<file path="src/hdl/rpn_pkg.sv">
// Shared constants and types for the RPN stack calculator.
// Used by the ALU, the stack memory and the top level.
package rpn_pkg;
    localparam int DEFAULT_STACK_DEPTH = 64;
    localparam int DATA_W = 32;

    localparam logic [2:0] CMD_PUSH = 3'd0;
    localparam logic [2:0] CMD_ADD  = 3'd1;
    localparam logic [2:0] CMD_SUB  = 3'd2;
    localparam logic [2:0] CMD_MUL  = 3'd3;
    localparam logic [2:0] CMD_DIV  = 3'd4;
    localparam logic [2:0] CMD_DROP = 3'd5;
    localparam logic [2:0] CMD_SWAP = 3'd6;

    localparam logic [2:0] ST_OK        = 3'd0;
    localparam logic [2:0] ST_UNDERFLOW = 3'd1;
    localparam logic [2:0] ST_FULL      = 3'd2;
    localparam logic [2:0] ST_SAT       = 3'd3;
    localparam logic [2:0] ST_DIVZERO   = 3'd4;

    typedef struct packed {
        logic [DATA_W-1:0] value;
        logic              sat;
        logic              dz;
    } alu_res_t;
endpackage

</file>
<file path="src/hdl/rpn_alu.sv">
// Multi-cycle arithmetic unit: add, subtract, multiply, restoring divide.
// Depends on rpn_pkg.
module rpn_alu
    import rpn_pkg::*;
(
    input  logic              aclk,
    input  logic              aresetn,
    input  logic              start,
    input  logic [2:0]        op,
    input  logic [DATA_W-1:0] sec,
    input  logic [DATA_W-1:0] top,
    output logic              done,
    output alu_res_t          res
);
    localparam logic [2:0] A_IDLE = 3'd0;
    localparam logic [2:0] A_MUL  = 3'd1;
    localparam logic [2:0] A_DIV  = 3'd2;
    localparam logic [2:0] A_FIN  = 3'd3;
    localparam logic [2:0] A_DONE = 3'd4;

    logic [2:0]  state_reg, state_next;
    logic [2:0]  op_reg;
    logic        neg_reg;
    logic [31:0] ma_reg, mb_reg;
    logic [63:0] prod_reg;
    logic [48:0] num_reg;
    logic [32:0] rem_reg;
    logic [48:0] quo_reg;
    logic [5:0]  cnt_reg;
    logic        dz_reg;
    logic [32:0] sum_reg;
    alu_res_t    res_reg;

    logic [32:0] sa, sb, rsh;
    logic [31:0] mag_s, mag_t;
    logic [48:0] mag_q;
    assign sa = {sec[31], sec};
    assign sb = {top[31], top};
    assign mag_s = sec[31] ? (~sec + 32'd1) : sec;
    assign mag_t = top[31] ? (~top + 32'd1) : top;
    assign rsh = {rem_reg[31:0], num_reg[48]};
    assign mag_q = 49'((prod_reg + 64'h8000) >> 16);

    function automatic alu_res_t sat_mag(input logic [48:0] m, input logic neg);
        alu_res_t r;
        r.dz = 1'b0;
        r.sat = 1'b0;
        if (!neg) begin
            if (m > 49'h7FFFFFFF) begin
                r.sat = 1'b1;
                r.value = 32'h7FFFFFFF;
            end else begin
                r.value = m[31:0];
            end
        end else begin
            if (m > 49'h80000000) begin
                r.sat = 1'b1;
                r.value = 32'h80000000;
            end else begin
                r.value = ~m[31:0] + 32'd1;
            end
        end
        return r;
    endfunction

    always_comb begin
        state_next = state_reg;
        case (state_reg)
            A_IDLE: if (start) begin
                state_next = (op == CMD_MUL) ? A_MUL : (op == CMD_DIV) ? A_DIV : A_FIN;
            end
            A_MUL:  state_next = A_FIN;
            A_DIV:  if (cnt_reg == 6'd48 || dz_reg) state_next = A_FIN;
            A_FIN:  state_next = A_DONE;
            A_DONE: state_next = A_IDLE;
            default: state_next = A_IDLE;
        endcase
    end

    always_ff @(posedge aclk) begin
        if (!aresetn) state_reg <= A_IDLE;
        else          state_reg <= state_next;
    end

    always_ff @(posedge aclk) begin
        case (state_reg)
            A_IDLE: if (start) begin
                op_reg  <= op;
                neg_reg <= sec[31] ^ top[31];
                ma_reg  <= mag_s;
                mb_reg  <= mag_t;
                num_reg <= {1'b0, mag_s, 16'd0};
                rem_reg <= '0;
                quo_reg <= '0;
                cnt_reg <= '0;
                dz_reg  <= (top == 32'd0);
                sum_reg <= (op == CMD_SUB) ? (sa - sb) : (sa + sb);
            end
            A_MUL: prod_reg <= ma_reg * mb_reg;
            A_DIV: begin
                // One quotient bit per cycle, restoring.
                if (rsh >= {1'b0, mb_reg}) begin
                    rem_reg <= rsh - {1'b0, mb_reg};
                    quo_reg <= {quo_reg[47:0], 1'b1};
                end else begin
                    rem_reg <= rsh;
                    quo_reg <= {quo_reg[47:0], 1'b0};
                end
                num_reg <= {num_reg[47:0], 1'b0};
                cnt_reg <= cnt_reg + 6'd1;
            end
            A_FIN: begin
                case (op_reg)
                    CMD_MUL: begin
                        res_reg <= sat_mag(mag_q, neg_reg);
                    end
                    CMD_DIV: begin
                        if (dz_reg) begin
                            res_reg.sat <= 1'b0;
                            res_reg.dz  <= 1'b1;
                            res_reg.value <= (ma_reg == 32'd0) ? 32'd0 :
                                neg_reg ? 32'h80000000 : 32'h7FFFFFFF;
                        end else begin
                            res_reg <= sat_mag(quo_reg + 49'({rem_reg, 1'b0} >= {1'b0, mb_reg}),
                                neg_reg);
                        end
                    end
                    default: begin
                        res_reg.dz <= 1'b0;
                        if (sum_reg[32] != sum_reg[31]) begin
                            res_reg.sat <= 1'b1;
                            res_reg.value <= sum_reg[32] ? 32'h80000000 : 32'h7FFFFFFF;
                        end else begin
                            res_reg.sat <= 1'b0;
                            res_reg.value <= sum_reg[31:0];
                        end
                    end
                endcase
            end
            default: ;
        endcase
    end

    assign done = (state_reg == A_DONE);
    assign res  = res_reg;
endmodule

</file>
<file path="config.mk">
export PLATFORM = sky130hd
export DESIGN_NAME = rpn_alu
export DESIGN_NICKNAME = d
export VERILOG_FILES = /design/src/hdl/rpn_pkg.sv /design/src/hdl/rpn_alu.sv
export SDC_FILE = /design/constraint.sdc
export NUM_CORES = 2
export LEC_CHECK = 0
export BUFFER_PORTS_ARGS = -buffer_cell sky130_fd_sc_hd__buf_2
export CORE_MARGIN = 2
export CORE_UTILIZATION = 30
export CTS_CLUSTER_SIZE = 16
export DETAILED_ROUTE_END_ITERATION = 8
export SKIP_CTS_REPAIR_TIMING = 1
export SLEW_MARGIN = 20
export SYNTH_ARGS = -nofsm -noshare
export SYNTH_HDL_FRONTEND = slang
export SYNTH_SLANG_ARGS = --single-unit
</file>
<file path="constraint.sdc">
create_clock -name aclk -period 18.4 [get_ports aclk]
set_clock_uncertainty 0.05 [all_clocks]
set_input_delay 3.68 -clock aclk [delete_from_list [all_inputs] [get_ports aclk]]
set_output_delay 3.68 -clock aclk [all_outputs]
set_load 0.01 [all_outputs]
</file>
==> impl_metrics.csv <==
group,metric,value,unit
place,globalplace.congestion,0.9251,
synth,ys.flop_type,"edfxtp_1",
global_route,grt_pass1_wl,264900,um
timing,worst_pin_slew,1.062,ns
finish,fin_area,58500,sq um
hold_path,min-delay-start,"num_reg[41]$_DFFE_PP_",
finish,ff_latch_area,9249,sq um
global_route,grt_pass1_vias,43403,
timing,relSlewSlack,29.22,%
worst_setup_path,r2r-end,"prod_reg[42]$_DFFE_PP_",
worst_setup_path,cpLargestDelayFamily,"adder cells",
floorplanning,die_area,184400,sq um
worst_setup_path,cp_common_cell,"fa_1",
hold_path,min_path_type,"register to register",
worst_setup_path,worstRegToRegCells,24,
floorplanning,die_w,429.5,um
routing,wire_per_inst,21.15,um
clock_tree,clk_pin_slew,0.06,ns
routing,vias_per_cell,5.089,
global_route,grt_max_degree,76,
synth,synth.largest_area_cell,"fa_1",
clock_tree,root_buffer,"clkbuf_16",
routing,finalWirelength,172600,um
synth,yosysUniqueCellTypes,94,
clock_tree,clkLatencyLatePin,0.60,ns
timing,rsz0062_at_grt,"no",
worst_setup_path,path_buf_inv,5,
routing,num_vias,41520,
global_route,overflow,0,
place,io_buffers,104,
synth,avgSynthCellArea,9.299,sq um
finish,fin_nets,7058,
synth,ys_seq_elements,309,
worst_setup_path,r2r_setup_slack,9.35,ns
floorplanning,io_pins,105,
timing,finalCritPeriodShare,49.20,%
finish,fill_cells,18655,
routing,drc,0,
clock_tree,htreeDepth,2,
routing,detail-route-antenna-nets,0,
hold_path,hold_path_end,"num_reg[42]$_DFFE_PP_",
floorplanning,start_util,30.11,%
synth,synthMostInstantiatedCell,"inv_1",
status,status,"finished clean",
floorplanning,dieHeight,429.5,um
synth,synth_area,54310,sq um
finish,area_growth,7.723,%
synth,ys_async_sr_fraction,0,%
flow_run,drv_cap,0,
timing,fin_crit,9.052,ns
timing,fmax,110.5,MHz
worst_setup_path,critical_path.endpoint_type,"register",
floorplanning,num_rows,156,
timing,setup_violations,0,
synth,synth_area_leaders,"fa_1 (33%), edfxtp_1 (17%), and2_1 (7.8%)",
worst_setup_path,max_stage_delay,0.71,ns
place,place_area,57190,sq um
timing,tns,0,ns
clock_tree,clock_path_buffers,3,
clock_tree,clock-sinks,309,
routing,first_iter_violations,3580,
clock_tree,cts_tree,"yes",
timing,slew_violations,0,
finish,multiInputGateArea,40060,sq um
synth,syn_inst,5840,
clock_tree,cts-buffers-inserted,37,
synth,synth_edf_count,306,
finish,drive_gt1_share,5.309,%
worst_setup_path,required,18.70,ns
global_route,grtUsageTotal,18.64,%
worst_setup_path,crit_path_start_kind,"register",
worst_setup_path,critPathMaxFanout,33,
worst_setup_path,r2r-start,"mb_reg[6]$_DFFE_PP_",
timing,hold_violations,0,
floorplanning,coreArea,180400,sq um
worst_setup_path,cp.arrival,9.35,ns
timing,whs,0.4648,ns
synth,yosysSeqAreaShare,17.03,%
place,dp_hpwl,123400,um
routing,dr.pass1.iters,5,
synth,synthTopCellsByCount,"inv_1 (1021), fa_1 (897), and2_1 (677)",
worst_setup_path,cp_cell_sequence,"buf_4 > and2_1 > fa_1 > fa_1 > fa_1 > inv_1 > fa_1 > inv_1 > fa_1 > fa_1 > fa_1 > inv_1 > fa_1 > inv_1 > ha_1 > nand3_1 > or3_1 > o31ai_1 > nor2_1 > o21ai_0 > nand3_1 > nand2_1 > a311oi_1 > xnor2_1",
synth,yosysTopAreaCellShare,33.07,%
hold_path,holdPathStages,2,
worst_setup_path,cp_slowest_cell,"o31ai_1",
finish,final_util,32.44,%
synth,synth_warnings,0,
worst_setup_path,crit_type,"register to register",
global_route,antenna_found_initial,9,
synth,syn_nets,7144,
[worst min-delay path: cells and delay by family (launching register included)]
kind          cells  cell delay, ns
flops             1            0.32
simple gates      2            0.09
[final cells by class]
class	instances	area share, %
clock buffers	42	1.649
clock inverters	26	0.5518
diodes	5	0.02139
well taps	2370	5.069
repair buffers	180	1.865
flip-flops and latches	309	15.81
inverters	1021	6.551
multi-input cells	4205	68.48
[per-stage QoR]
stage	setup WS, ns	instances
floorplan	1.464	5840
global placement	9.420	8085
detailed placement	9.403	8085
CTS	9.382	8153
global route	9.105	8155
finish	9.348	8158
[per-layer routing]
layer | share of wire (%) | global-route usage [%]
met1 | 42 | 24.89
met2 | 46 | 30.45
met3 | 8.2 | 3.464
met4 | 3.5 | 5.957
met5 | 0.0075 | 0
[kinds of logic after synthesis]
logic type               after synthesis  synth area share (%)
adder cells (fa/ha/maj)             1234                 40.83
XOR/XNOR                             316                 5.096
AO/OA/AOI/OAI                        632                 7.886
flip-flops                           309                 17.03
multiplexers                          41                0.7764
buffers and inverters               1326                 9.308
AND/OR/NAND/NOR                     1982                 19.07
[worst max-delay path by stage]
| stage | start | end | slack, ns | cells after the start |
|---|---|---|---|---|
| floorplan | start | cnt_reg[0]$_SDFFCE_PN0P_ | 1.46 | 2 |
| global placement | mb_reg[6]$_DFFE_PP_ | prod_reg[42]$_DFFE_PP_ | 9.42 | 24 |
| detailed placement | mb_reg[6]$_DFFE_PP_ | prod_reg[42]$_DFFE_PP_ | 9.40 | 24 |
| CTS | mb_reg[6]$_DFFE_PP_ | prod_reg[42]$_DFFE_PP_ | 9.38 | 26 |
| global route | mb_reg[6]$_DFFE_PP_ | prod_reg[42]$_DFFE_PP_ | 9.10 | 24 |
| finish | mb_reg[6]$_DFFE_PP_ | prod_reg[42]$_DFFE_PP_ | 9.35 | 24 |
[placed cells by master, fill, tap and decap left out, types with 18 or more instances in the layout]
| master | Yosys | routed |
|---|---|---|
| a211oi_1 | 24 | 24 |
| a21o_1 | 69 | 69 |
| a21oi_1 | 157 | 157 |
| a221oi_1 | 21 | 21 |
| and2_1 | 677 | 677 |
| and3_1 | 37 | 37 |
| and4_1 | 18 | 18 |
| buf_2 | 19 | 104 |
| buf_4 | 6 | 76 |
| clkbuf_16 | 0 | 37 |
| edfxtp_1 | 306 | 306 |
| fa_1 | 897 | 897 |
| ha_1 | 337 | 337 |
| inv_1 | 1021 | 1021 |
| mux2i_1 | 32 | 32 |
| nand2_1 | 600 | 600 |
| nand2b_1 | 28 | 28 |
| nand3_1 | 77 | 77 |
| nand4_1 | 51 | 51 |
| nor2_1 | 242 | 239 |
| nor2b_1 | 24 | 24 |
| nor3_1 | 60 | 60 |
| nor4_1 | 39 | 38 |
| o21ai_0 | 124 | 124 |
| o21bai_1 | 21 | 21 |
| o31ai_1 | 41 | 41 |
| or3_1 | 36 | 36 |
| or4_1 | 24 | 24 |
| xnor2_1 | 189 | 189 |
| xor2_1 | 127 | 127 |
Power is not shown: default switching activity piles up to over one toggle a cycle in this logic, so the estimate is an artifact.
